File: src/rtl/assert_macros.svh
`ifndef ASSERT_MACROS_SVH
`define ASSERT_MACROS_SVH

// Check a property on every clock edge outside reset.
`define SHM_ASSERT(name, prop, msg) \
  name: assert property (@(posedge clk_i) disable iff (!rst_ni) (prop)) else $error(msg);

// Check that a condition in one cycle is followed by another in the next cycle.
`define SHM_ASSERT_NEXT(name, ante, cons, msg) \
  name: assert property (@(posedge clk_i) disable iff (!rst_ni) (ante) |=> (cons)) \
    else $error(msg);

`endif

File: src/rtl/shm_pkg.sv
`default_nettype none

package shm_pkg;

  localparam int TIME_WIDTH_DEF = 32;
  localparam int TIMEOUT_W      = 31;
  localparam int MV_W           = 16;
  localparam int CFG_IDX_W      = 2;
  localparam int CFG_DATA_W     = 31;

  localparam logic [TIMEOUT_W-1:0] IMU_TIMEOUT_RST = 31'd100000;
  localparam logic [TIMEOUT_W-1:0] GPS_TIMEOUT_RST = 31'd2000000;
  localparam logic [MV_W-1:0]      BATT_MIN_RST    = 16'd5000;
  localparam logic [MV_W-1:0]      BATT_MAX_RST    = 16'd20000;

  localparam logic [7:0]  IMU_QUAL_BAD      = 8'd0;
  localparam logic [7:0]  IMU_QUAL_DEGRADED = 8'd1;
  localparam logic [7:0]  GPS_SATS_GOOD     = 8'd8;
  localparam logic [15:0] GPS_HDOP_GOOD     = 16'd150;
  localparam logic [7:0]  GPS_SATS_FAIR     = 8'd6;
  localparam logic [15:0] GPS_HDOP_FAIR     = 16'd250;
  localparam logic [7:0]  GPS_SATS_MIN      = 8'd4;

  typedef enum logic [CFG_IDX_W-1:0] {
    CFG_IMU_TIMEOUT = 2'd0,
    CFG_GPS_TIMEOUT = 2'd1,
    CFG_BATT_MIN    = 2'd2,
    CFG_BATT_MAX    = 2'd3
  } cfg_idx_e;

  typedef enum logic [1:0] {
    GRADE_OK       = 2'd0,
    GRADE_DEGRADED = 2'd1,
    GRADE_ERROR    = 2'd2
  } grade_e;

  typedef struct packed {
    logic            battery_low;
    logic [MV_W-1:0] battery_mv;
    logic            link_up;
    logic            motor_ready;
    logic            gps_fresh;
    logic [15:0]     gps_hdop;
    logic [7:0]      gps_sats;
    logic            gps_ready;
    logic            imu_fresh;
    logic [7:0]      imu_quality;
    logic            imu_ready;
  } sensor_t;

  typedef struct packed {
    logic imu;
    logic gps;
  } stale_t;

  typedef struct packed {
    logic [2:0] error_total;
    grade_e     battery_grade;
    grade_e     link_grade;
    grade_e     motor_grade;
    grade_e     gps_grade;
    grade_e     imu_grade;
  } result_t;

  localparam int SENSOR_W = $bits(sensor_t);
  localparam int RESULT_W = $bits(result_t);
  localparam int OUT_W    = ((RESULT_W + 7) / 8) * 8;

endpackage

`default_nettype wire

File: src/rtl/shm_tracker.sv
`default_nettype none

module shm_tracker #(
  parameter int TimeWidth = shm_pkg::TIME_WIDTH_DEF
) (
  input  wire logic                           clk_i,
  input  wire logic                           rst_ni,
  input  wire logic                           take_i,
  input  wire logic [TimeWidth-1:0]           now_i,
  input  wire logic                           imu_ready_i,
  input  wire logic                           imu_fresh_i,
  input  wire logic                           gps_ready_i,
  input  wire logic                           gps_fresh_i,
  input  wire logic [shm_pkg::TIMEOUT_W-1:0]  imu_timeout_i,
  input  wire logic [shm_pkg::TIMEOUT_W-1:0]  gps_timeout_i,
  output shm_pkg::stale_t                     stale_o
);
  import shm_pkg::*;

  localparam int CmpW = (TimeWidth > TIMEOUT_W) ? TimeWidth : TIMEOUT_W;

  logic                 primed_q;
  logic [TimeWidth-1:0] imu_last_q, imu_last_d, gps_last_q, gps_last_d;
  logic                 imu_pend_q, imu_pend_d, gps_pend_q, gps_pend_d;
  logic [TimeWidth-1:0] imu_base, gps_base, imu_diff, gps_diff;
  logic                 imu_pend, gps_pend, imu_hit, gps_hit;

  always_comb begin
    imu_base   = primed_q ? imu_last_q : now_i;
    gps_base   = primed_q ? gps_last_q : now_i;
    imu_pend   = imu_pend_q | imu_fresh_i;
    gps_pend   = gps_pend_q | gps_fresh_i;
    imu_hit    = imu_ready_i & imu_pend;
    gps_hit    = gps_ready_i & gps_pend;
    imu_last_d = imu_hit ? now_i : imu_base;
    gps_last_d = gps_hit ? now_i : gps_base;
    imu_pend_d = imu_pend & ~imu_hit;
    gps_pend_d = gps_pend & ~gps_hit;
    imu_diff   = now_i - imu_last_d;
    gps_diff   = now_i - gps_last_d;
    stale_o.imu = imu_ready_i && (CmpW'(imu_diff) > CmpW'(imu_timeout_i));
    stale_o.gps = gps_ready_i && (CmpW'(gps_diff) > CmpW'(gps_timeout_i));
  end

  always_ff @(posedge clk_i or negedge rst_ni) begin
    if (!rst_ni) begin
      primed_q   <= 1'b0;
      imu_last_q <= '0;
      gps_last_q <= '0;
      imu_pend_q <= 1'b0;
      gps_pend_q <= 1'b0;
    end else if (take_i) begin
      primed_q   <= 1'b1;
      imu_last_q <= imu_last_d;
      gps_last_q <= gps_last_d;
      imu_pend_q <= imu_pend_d;
      gps_pend_q <= gps_pend_d;
    end
  end

endmodule

`default_nettype wire

File: src/rtl/shm_grader.sv
`default_nettype none

module shm_grader (
  input  wire shm_pkg::sensor_t           sensor_i,
  input  wire shm_pkg::stale_t            stale_i,
  input  wire logic [shm_pkg::MV_W-1:0]   batt_min_i,
  input  wire logic [shm_pkg::MV_W-1:0]   batt_max_i,
  output shm_pkg::result_t                result_o
);
  import shm_pkg::*;

  grade_e imu_g, gps_g, motor_g, link_g, batt_g;

  always_comb begin
    if (!sensor_i.imu_ready || stale_i.imu) begin
      imu_g = GRADE_ERROR;
    end else if (sensor_i.imu_quality == IMU_QUAL_BAD) begin
      imu_g = GRADE_ERROR;
    end else if (sensor_i.imu_quality == IMU_QUAL_DEGRADED) begin
      imu_g = GRADE_DEGRADED;
    end else begin
      imu_g = GRADE_OK;
    end

    if (!sensor_i.gps_ready) begin
      gps_g = (sensor_i.gps_sats != '0) ? GRADE_DEGRADED : GRADE_ERROR;
    end else if (stale_i.gps) begin
      gps_g = GRADE_ERROR;
    end else if ((sensor_i.gps_sats >= GPS_SATS_GOOD && sensor_i.gps_hdop < GPS_HDOP_GOOD) ||
                 (sensor_i.gps_sats >= GPS_SATS_FAIR && sensor_i.gps_hdop < GPS_HDOP_FAIR)) begin
      gps_g = GRADE_OK;
    end else if (sensor_i.gps_sats >= GPS_SATS_MIN) begin
      gps_g = GRADE_DEGRADED;
    end else begin
      gps_g = GRADE_ERROR;
    end

    motor_g = sensor_i.motor_ready ? GRADE_OK : GRADE_ERROR;
    link_g  = sensor_i.link_up ? GRADE_OK : GRADE_ERROR;

    if (sensor_i.battery_mv < batt_min_i || sensor_i.battery_mv > batt_max_i) begin
      batt_g = GRADE_ERROR;
    end else if (sensor_i.battery_low) begin
      batt_g = GRADE_DEGRADED;
    end else begin
      batt_g = GRADE_OK;
    end

    result_o.imu_grade     = imu_g;
    result_o.gps_grade     = gps_g;
    result_o.motor_grade   = motor_g;
    result_o.link_grade    = link_g;
    result_o.battery_grade = batt_g;
    result_o.error_total   = 3'({2'b0, imu_g == GRADE_ERROR} + {2'b0, gps_g == GRADE_ERROR} +
                                {2'b0, motor_g == GRADE_ERROR} + {2'b0, link_g == GRADE_ERROR} +
                                {2'b0, batt_g == GRADE_ERROR});
  end

endmodule

`default_nettype wire

File: src/rtl/subsystem_health_monitor_top.sv
`default_nettype none
`include "assert_macros.svh"

// Subsystem health monitor. Each input word is one health check; each check
// yields exactly one result word with the IMU, GPS, motor, link and battery
// grades (0 ok, 1 degraded, 2 error) and the count of errors. The block takes
// one word per cycle while the master side is not stalled. A check waits in
// the input register, where grading and the timestamp tracking run, and moves
// into the result register as it advances, where its result word is valid.
// A stalled master side holds both registers and backs up the slave side.
// The first check primes both timestamps.
// Write the configuration registers only while no check is in flight.
module subsystem_health_monitor_top #(
  parameter int TimeWidth = shm_pkg::TIME_WIDTH_DEF,
  localparam int InW      = ((TimeWidth + shm_pkg::SENSOR_W + 7) / 8) * 8
) (
  input  wire logic                            clk_i,
  input  wire logic                            rst_ni,
  input  wire logic                            cfg_we_i,
  input  wire logic [shm_pkg::CFG_IDX_W-1:0]   cfg_index_i,
  input  wire logic [shm_pkg::CFG_DATA_W-1:0]  cfg_wdata_i,
  input  wire logic                            s_axis_tvalid,
  output logic                                 s_axis_tready,
  // now_us, imu_ready, imu_quality, imu_fresh, gps_ready, gps_sats, gps_hdop,
  // gps_fresh, motor_ready, link_up, battery_mv, battery_low, zero fill
  input  wire logic [InW-1:0]                  s_axis_tdata,
  output logic                                 m_axis_tvalid,
  input  wire logic                            m_axis_tready,
  // imu_grade, gps_grade, motor_grade, link_grade, battery_grade, error_total,
  // zero fill
  output logic [shm_pkg::OUT_W-1:0]            m_axis_tdata
);
  import shm_pkg::*;

  logic [TIMEOUT_W-1:0] imu_timeout_q, gps_timeout_q;
  logic [MV_W-1:0]      batt_min_q, batt_max_q;

  logic                 s0_valid_q, s0_valid_d;
  logic [TimeWidth-1:0] s0_now_q;
  sensor_t              s0_sensor_q;
  logic                 out_valid_q, out_valid_d;
  result_t              out_result_q, result_d;
  stale_t               stale;
  logic                 in_fire, advance;

  always_ff @(posedge clk_i or negedge rst_ni) begin
    if (!rst_ni) begin
      imu_timeout_q <= IMU_TIMEOUT_RST;
      gps_timeout_q <= GPS_TIMEOUT_RST;
      batt_min_q    <= BATT_MIN_RST;
      batt_max_q    <= BATT_MAX_RST;
    end else if (cfg_we_i) begin
      case (cfg_idx_e'(cfg_index_i))
        CFG_IMU_TIMEOUT: imu_timeout_q <= cfg_wdata_i[TIMEOUT_W-1:0];
        CFG_GPS_TIMEOUT: gps_timeout_q <= cfg_wdata_i[TIMEOUT_W-1:0];
        CFG_BATT_MIN:    batt_min_q    <= cfg_wdata_i[MV_W-1:0];
        CFG_BATT_MAX:    batt_max_q    <= cfg_wdata_i[MV_W-1:0];
        default: begin
        end
      endcase
    end
  end

  assign advance       = s0_valid_q && (!out_valid_q || m_axis_tready);
  assign s_axis_tready = !s0_valid_q || advance;
  assign in_fire       = s_axis_tvalid && s_axis_tready;

  always_comb begin
    s0_valid_d  = in_fire ? 1'b1 : (advance ? 1'b0 : s0_valid_q);
    out_valid_d = advance ? 1'b1 : (m_axis_tready ? 1'b0 : out_valid_q);
  end

  always_ff @(posedge clk_i or negedge rst_ni) begin
    if (!rst_ni) begin
      s0_valid_q  <= 1'b0;
      out_valid_q <= 1'b0;
    end else begin
      s0_valid_q  <= s0_valid_d;
      out_valid_q <= out_valid_d;
    end
  end

  always_ff @(posedge clk_i) begin
    if (in_fire) begin
      s0_now_q    <= s_axis_tdata[TimeWidth-1:0];
      s0_sensor_q <= s_axis_tdata[TimeWidth +: SENSOR_W];
    end
    if (advance) begin
      out_result_q <= result_d;
    end
  end

  shm_tracker #(
    .TimeWidth(TimeWidth)
  ) u_tracker (
    .clk_i        (clk_i),
    .rst_ni       (rst_ni),
    .take_i       (advance),
    .now_i        (s0_now_q),
    .imu_ready_i  (s0_sensor_q.imu_ready),
    .imu_fresh_i  (s0_sensor_q.imu_fresh),
    .gps_ready_i  (s0_sensor_q.gps_ready),
    .gps_fresh_i  (s0_sensor_q.gps_fresh),
    .imu_timeout_i(imu_timeout_q),
    .gps_timeout_i(gps_timeout_q),
    .stale_o      (stale)
  );

  shm_grader u_grader (
    .sensor_i  (s0_sensor_q),
    .stale_i   (stale),
    .batt_min_i(batt_min_q),
    .batt_max_i(batt_max_q),
    .result_o  (result_d)
  );

  assign m_axis_tvalid = out_valid_q;
  assign m_axis_tdata  = {{(OUT_W - RESULT_W){1'b0}}, out_result_q};

  `SHM_ASSERT_NEXT(a_s0_hold, s0_valid_q && !advance,
                   s0_valid_q && $stable(s0_now_q) && $stable(s0_sensor_q),
                   "stalled check lost or changed in input register")
  `SHM_ASSERT_NEXT(a_result_loaded, advance, m_axis_tvalid,
                   "graded check did not reach result register")
  `SHM_ASSERT(a_error_count, !out_valid_q || (out_result_q.error_total == 3'($countones({
              out_result_q.imu_grade == GRADE_ERROR, out_result_q.gps_grade == GRADE_ERROR,
              out_result_q.motor_grade == GRADE_ERROR, out_result_q.link_grade == GRADE_ERROR,
              out_result_q.battery_grade == GRADE_ERROR}))),
              "error total does not match error grades")

endmodule

`default_nettype wire
File: config.mk
export PLATFORM = sky130hd
export DESIGN_NAME = subsystem_health_monitor_top
export DESIGN_NICKNAME = d
export VERILOG_FILES = /design/src/rtl/shm_pkg.sv /design/src/rtl/shm_tracker.sv /design/src/rtl/shm_grader.sv /design/src/rtl/subsystem_health_monitor_top.sv
export VERILOG_INCLUDE_DIRS = /design/src /design/src/rtl
export SDC_FILE = /design/constraint.sdc
export NUM_CORES = 1
export LEC_CHECK = 0
export ABC_AREA = 1
export BUFFER_PORTS_ARGS = -buffer_cell sky130_fd_sc_hd__buf_2
export CAP_MARGIN = 20
export CORE_MARGIN = 3
export CORE_UTILIZATION = 65
export CTS_BUF_LIST = sky130_fd_sc_hd__clkbuf_4 sky130_fd_sc_hd__clkbuf_8 sky130_fd_sc_hd__clkbuf_16
export CTS_CLUSTER_SIZE = 30
export DETAILED_ROUTE_END_ITERATION = 16
export GPL_TIMING_DRIVEN = 0
export PLACE_DENSITY = 0.86
export SYNTH_ARGS = -nofsm -noshare
export SYNTH_HDL_FRONTEND = slang
export SYNTH_SLANG_ARGS = --single-unit
File: constraint.sdc
create_clock -name clk_i -period 16.25 [get_ports clk_i]
set_input_delay 1.625 -clock clk_i [delete_from_list [all_inputs] [get_ports clk_i]]
set_output_delay 1.625 -clock clk_i [all_outputs]
set_load 0.01 [all_outputs]
# Yosys cells after proc, flatten, opt, wreduce, memory -nomap -nowiden
# Cells that the tools add are included.
[classes]
addsub = 6
n_mul = 0
div_mod_pow = 0
order_cmp = 9
n_eq_ne = 9
n_shift = 0
n_mux = 20
bitwise = 8
n_reduce_logical = 23
[ops]
columns = ["op", "count"]
rows = [
  ["32-bit two-way mux", 4],
  ["32-bit by 31-bit > comparator with 1-bit output", 2],
  ["32-bit subtractor", 2],
  ["16-bit by 8-bit < comparator with 1-bit output, second input constant", 2],
  ["2-bit two-way mux", 10],
  ["8-bit by 3-bit >= comparator with 1-bit output, second input constant", 2],
  ["16-bit > comparator", 1],
  ["16-bit < comparator", 1],
  ["2-bit equality test, second input constant", 7],
  ["3-bit by 1-bit adder with 3-bit output", 3],
  ["8-bit by 1-bit equality test with 1-bit output, second input constant", 1],
  ["8-bit by 4-bit >= comparator with 1-bit output, second input constant", 1],
  ["8-bit logical NOT", 1],
  ["2-bit AND reduction", 4],
  ["8-bit nonzero test", 1],
  ["1-bit logical AND", 6],
  ["1-bit two-way mux", 6],
  ["1-bit logical OR", 5],
  ["1-bit AND", 4],
  ["2-bit nonzero test", 2],
  ["1-bit logical NOT", 3],
  ["1-bit by 1-bit adder with 2-bit output", 1],
  ["2-bit by 1-bit equality test with 1-bit output, second input constant", 1],
  ["2-bit logical NOT", 1],
  ["other kinds (2)", 4],
]
[word_totals]
register_bits = 263
latch_bits = 0
ramBits = 0
mem_bits_ro = 0
in_bits = 126
out_inout_bits = 18
word_cells = 104
memories = 0

# Depth between registers and ports, before layout
[logic_depth]
depth_word = 13
mapped_depth = 47
ltp_nobuf = 45

# Hierarchy
# From an unflattened synthesis, not the netlist that was laid out.
[hier_totals]
cells_unflattened = 2207
hier_area_um2 = 17549.3
[by_module_without_submodules]
columns = ["module", "n_inst", "cells_each", "area_per_inst_um2", "seq_area_each_um2"]
rows = [
  ["shm_tracker", 1, 1490, 9305.2, 1676.6],
  ["subsystem_health_monitor_top", 1, 534, 7145.6, 5434.0],
  ["shm_grader", 1, 183, 1098.6, 0.0],
]

# Worst setup path after synthesis
# Ideal clock, no wire load.
[synth_path]
kind = "register -> register"
start = "register u_tracker.primed_q"
end = "register out_result_q, in the netlist m_axis_tdata[11] (data pin)"
setup_ns = 0.269
arrival_ns = 5.846
required_time_ns = 15.981
path_slack_ns = 10.135
path_stages_with_launch = 46
n_path_buf = 4
period_less_slack_ns = 6.115
cell_sequence = "dfrtp_1 buf_6 nand2_1 clkbuf_1 clkbuf_1 clkbuf_1 o21ai_0 inv_1 ha_1 inv_1 fa_1 nand3_1 nand2_1 a21boi_1 o21ai_0 inv_1 nor2_1 nor2_1 [10 not listed] nand2_1 nor2_1 nand2_1 nand3_1 nand2_1 nand2_1 nand2_1 nand2_1 nand2_1 nand2_1 nand2_1 nand3_1 ha_1 inv_1 fa_1 inv_1 ha_1 fa_1"
[synth_rtl]
columns = ["item", "line", "rtl"]
rows = [
  ["start, declared", "shm_tracker.sv:22", "logic primed_q;"],
  ["start signal, assigned", "shm_tracker.sv:47", "primed_q <= 1'b0;"],
  ["start signal, assigned", "shm_tracker.sv:53", "primed_q <= 1'b1;"],
  ["end signal, assigned", "subsystem_health_monitor_top.sv:89", "out_result_q <= result_d;"],
  ["end, declared", "subsystem_health_monitor_top.sv:42", "result_t out_result_q, result_d;"],
]

==> metrics list <==
- The clock reaches the later pin of the worst-skew pair after 0.56 ns.
- The die is 162.8 um tall.
- Relative to the synthesized area, the layout overhead comes to 13.15%.
- Clock H-tree levels: 1
- Of the total power, combinational logic draws 0.482.
- The worst register-to-register path ends at m_axis_tdata[11]$_DFFE_PP_.
- Largest net degree at the start of global routing: 106
- Termination of the worst setup path: m_axis_tdata[11]$_DFFE_PP_
* Met2 routed WL: ~20,000 um
- In this run the tool buffered the top-level ports with 136 buffer cells.
* Number of antenna violations at the first check in global routing: 1
- Origin of the critical flop-to-flop path: u_tracker.imu_pend_q$_DFFE_PN0P_
- Detailed-routing iteration count for the pre-antenna-repair pass: 6
* Count of flip-flops with a built-in enable after synthesis: 97
- The total count of hold-check failures in the final report was 0.
* Leakage dissipation: 8.970 nW
* Flip-flop and latch area: 7020 um2
- Yosys attributes the largest share of cell area to sky130_fd_sc_hd__dfrtp_1 (22%), sky130_fd_sc_hd__edfxtp_1 (18%), sky130_fd_sc_hd__ha_1 (12%), sky130_fd_sc_hd__nand2_1 (10%), sky130_fd_sc_hd__inv_1 (7.4%).
* Via density per instance: between 5 and 6
- Critical Path AT: 8.66 ns
* Power Density: around 170 nW/um2
- In this run the worst hold path is classified as reg2reg.
* Root Buffer Master: sky130_fd_sc_hd__clkbuf_16
- Summing all non-filler instances in the final layout gives an area of 18,090 um2.
* Post-Place Cell Area: 17,170 um2
- I/O Pins: 144
- Die outline width: 162.8 um
* Routed len/inst: approximately 19 um
- In the final layout, the share of cells above drive strength 1 is 0.1207.
* Switching share of total power: 0.4262
- CP max FO: 10
* Final-report setup violation count: 0
- The share of the Yosys chip area taken by registers is 0.4390.
- Non-Filler Instances: 2,449
- Synth Area per Inst: 8.255 um2
* Warnings from Yosys: 0
* F_max: 119.6 MHz
* Library cell contributing the largest single delay on the critical path: sky130_fd_sc_hd__clkbuf_1
* TritonCTS clock tree: done
- Once placement completed, the tool counted placed cells totaling 2,399.
* Buffers from clock root to sink, at most: 3
- Clock-pin slew was measured on the worst setup and hold paths at 0.06 ns.
- Headroom to the max-slew limit came out at 0.2011.
* Post-synth top area share: 0.2191
- At the pin with the least slew margin, the transition time is 1.198 ns.
* VDD IR max: ~0.00013 V
- Count of vias placed by the detailed router: 14,314
* TritonCTS Buffers: 27
- Detailed placement ended at an HPWL of 35,520 um.
* Filler cell count in the final layout: 1,731
* Number of global-route vias before repair: 13,880
* Unrepaired setup endpoints after global routing: no
- Uppermost layer routed: met5
- Wire length of the first global-routing pass: 72,640 um
- Post-layout min period: 8.358 ns
- Number of DRC violations after detailed-routing iteration 0: ~1,600
* Required time of the worst setup path: 16.55 ns
- Delay of the slowest critical-path stage: 0.63 ns
- Resize count post-CTS: 0
- The largest total area in the synthesized netlist belongs to sky130_fd_sc_hd__dfrtp_1.
- After clock tree synthesis, the flow added hold-fix buffers numbering 0.
* Antenna diode count: 0
- The worst setup path is of the reg2reg kind.
- In this run the standard cell core region covers approximately 24,000 um2.
* Power spent charging and discharging nets: 1.280 mW
- Across every metal layer, demand over resource in global routing totals 0.3481.
- M1 wire length: slightly below 20,000 um
- The die covers 26,520 um2.
- Across the run, the number of max-cap violations was 0.
- Summing all multi-input logic gate instances after layout gives 7555 um2.
* Routed wl met3: 4463 um
- Clock sinks: between 200 and 300
* Worst setup startpoint: u_tracker.imu_pend_q$_DFFE_PN0P_
* Number of nets in the finished design: 2,390
- For this run, asynchronously set or reset flops after synthesis account for 0.6269.
* Post-Syn Area: 15,990 um2
- Most instantiated flip-flop cell in the synthesis netlist: sky130_fd_sc_hd__dfrtp_1
- Post-Route Setup TNS: 0 ns
- Pins over their slew limit: 0
- Number of placement rows: 56
- Number of antenna-violating nets in the routed design: 0
- RD Place Congestion: between 0.9 and 1
- Depth of the worst register-to-register path: 46
* Number of synthesized register bits: 260
- Among the stages of the critical path, the cell type that occurs most often is sky130_fd_sc_hd__nand2_1.
- Final wirelength: 46,060 um
- Kind of start point of the critical path: flop
- Initial Util: 0.6712
- Fin crit share: 0.5143
* Reg-to-reg setup timing slack: 7.89 ns
* Result of the run: finished clean
* Clock power frac: 0.215
* Worst-case clock skew: 0.01997 ns
- Power Internal: approximately 1.7 mW
- The number of setup buffers added after CTS is 0.
* Number of remaining DRC errors: 0
- The share of total power dissipated in sequential elements is 0.304.
- STA classifies the critical path endpoint as a flop.
- Overall overflow remaining after global route: 0
* Synth cell types: 54
- In the synthesized netlist, the number of instances is 1,937.
[worst min path at each step]
stage | endpoint | depth (start not counted) | from | slack, ns
after floorplan | u_tracker.imu_pend_q$_DFFE_PN0P_ | 2 | u_tracker.imu_pend_q$_DFFE_PN0P_ | 0.45
after global placement | u_tracker.imu_last_q[22]$_DFFE_PN0P_ | 2 | u_tracker.imu_last_q[22]$_DFFE_PN0P_ | 0.46
after detailed placement | u_tracker.gps_last_q[26]$_DFFE_PN0P_ | 2 | u_tracker.gps_last_q[26]$_DFFE_PN0P_ | 0.47
after CTS | u_tracker.gps_last_q[0]$_DFFE_PN0P_ | 2 | u_tracker.gps_last_q[0]$_DFFE_PN0P_ | 0.48
after global routing | gps_timeout_q[18]$_DFFE_PN1P_ | 2 | gps_timeout_q[18]$_DFFE_PN1P_ | 0.50
final | u_tracker.gps_last_q[0]$_DFFE_PN0P_ | 2 | u_tracker.gps_last_q[0]$_DFFE_PN0P_ | 0.48
[area by class of cell]
cell class                 instances  area share
multi-input combinational       1309      0.4175
clock buffer                      34     0.04156
inverter                         322     0.06694
buffer                            50     0.01224
tap                              319     0.02206
timing repair buffer             139     0.04204
sequential                       260      0.3880
clock inverter                    16    0.009612
[power by group through the flow]
stage,clock network [mW],logic (mW),registers [mW]
after CTS,0.648,1.42,0.908
after global placement,0,1.34,0.911
after global routing,0.677,1.62,0.923
after floorplan,0,0.994,0.897
final,0.644,1.45,0.912
after detailed placement,0,1.40,0.914
[synth_stat cells, types with 3 or more instances]
master	n
sky130_fd_sc_hd__o211ai_1	4
sky130_fd_sc_hd__o21bai_1	3
sky130_fd_sc_hd__a211oi_1	4
sky130_fd_sc_hd__nand3_1	50
sky130_fd_sc_hd__clkbuf_1	41
sky130_fd_sc_hd__xnor2_1	17
sky130_fd_sc_hd__o21ai_2	5
sky130_fd_sc_hd__nor3_1	16
sky130_fd_sc_hd__edfxtp_1	97
sky130_fd_sc_hd__a21oi_1	143
sky130_fd_sc_hd__nor4_1	9
sky130_fd_sc_hd__inv_1	314
sky130_fd_sc_hd__buf_4	5
sky130_fd_sc_hd__nor2_1	115
sky130_fd_sc_hd__nand3_2	4
sky130_fd_sc_hd__nand2_4	3
sky130_fd_sc_hd__fa_1	3
sky130_fd_sc_hd__o21ai_0	231
sky130_fd_sc_hd__xor2_1	38
sky130_fd_sc_hd__inv_2	7
sky130_fd_sc_hd__ha_1	152
sky130_fd_sc_hd__nand4_1	16
sky130_fd_sc_hd__nand2_1	426
sky130_fd_sc_hd__a221oi_1	3
sky130_fd_sc_hd__a31oi_1	15
sky130_fd_sc_hd__dfrtp_1	140
sky130_fd_sc_hd__nand2_2	11
sky130_fd_sc_hd__o21a_1	7
sky130_fd_sc_hd__a21o_1	3
sky130_fd_sc_hd__dfstp_2	23
[worst max-delay path: cells and delay by family, from the launching register on]
kind | cells | cell delay, ns
buffers and inverters | 8 | 2.07
AND/OR/NAND/NOR | 27 | 2.56
AO/OA/AOI/OAI | 4 | 0.99
flip-flops | 1 | 0.34
adder cells (fa/ha/maj) | 7 | 2.08
[layer usage]
metal	GRT usage	vias up
met1	0.4901	6755
met2	0.5477	734
met3	0.07706	104
li1	-	6719
met5	0	-
met4	0.09919	2
[sequential cells by signal (all words and copies together) (netlist names)]
register,count
imu_timeout_q,31
batt_max_q,16
s0_sensor_q,54
m_axis_tvalid,1
u_tracker.gps_last_q,32
batt_min_q,16
u_tracker.imu_pend_q,1
s0_valid_q,1
u_tracker.gps_pend_q,1
s0_now_q,32
m_axis_tdata,11
gps_timeout_q,31
u_tracker.primed_q,1
u_tracker.imu_last_q,32
[through the flow]
step	power (mW)	utilization	setup WS (ns)	hold WS, ns
floorplan	1.890	-	10.14	0.4451
global placement	2.247	0.7172	8.395	0.4617
detailed placement	2.309	0.7206	8.181	0.4695
CTS	2.975	0.7595	8.085	0.4847
global route	3.219	0.7595	7.433	0.5029
finish	3.002	0.7595	7.892	0.4818
[cell usage in the layout (no fill, tap or decap), drive strengths merged, types with 2 or more instances in the layout]
cell | Yosys | final
xnor2 | 17 | 17
conb | 1 | 5
a31oi | 15 | 15
o21a | 7 | 7
a211oi | 4 | 4
o221ai | 2 | 2
dfrtp | 140 | 140
nor3 | 17 | 17
o21bai | 3 | 3
a21o | 3 | 3
ha | 152 | 152
a21oi | 145 | 145
dfstp | 23 | 23
nor4 | 9 | 9
clkbuf | 41 | 75
nand3 | 55 | 55
a221oi | 3 | 3
edfxtp | 97 | 97
clkinv | 1 | 12
fa | 3 | 3
o21ai | 238 | 238
nand4 | 17 | 17
nor2 | 119 | 119
bufinv | 0 | 3
a21boi | 2 | 2
nand3b | 2 | 2
xor2 | 38 | 38
nand2 | 440 | 440
inv | 321 | 322
buf | 9 | 148
o211ai | 5 | 5
[cells by family (layout without fill, tap and decap cells)]
family | after synthesis | after routing | share of synthesized area
AND/OR/NAND/NOR | 664 | 664 | 0.1751
AO/OA/AOI/OAI | 430 | 430 | 0.1433
buffers and inverters | 372 | 561 | 0.08944
flip-flops | 260 | 260 | 0.4390
adder cells (fa/ha/maj) | 155 | 155 | 0.1227
XOR/XNOR | 55 | 55 | 0.03013
other | 1 | 5 | 0.0002345
No activity file was read; power rests on OpenSTA's default activity.
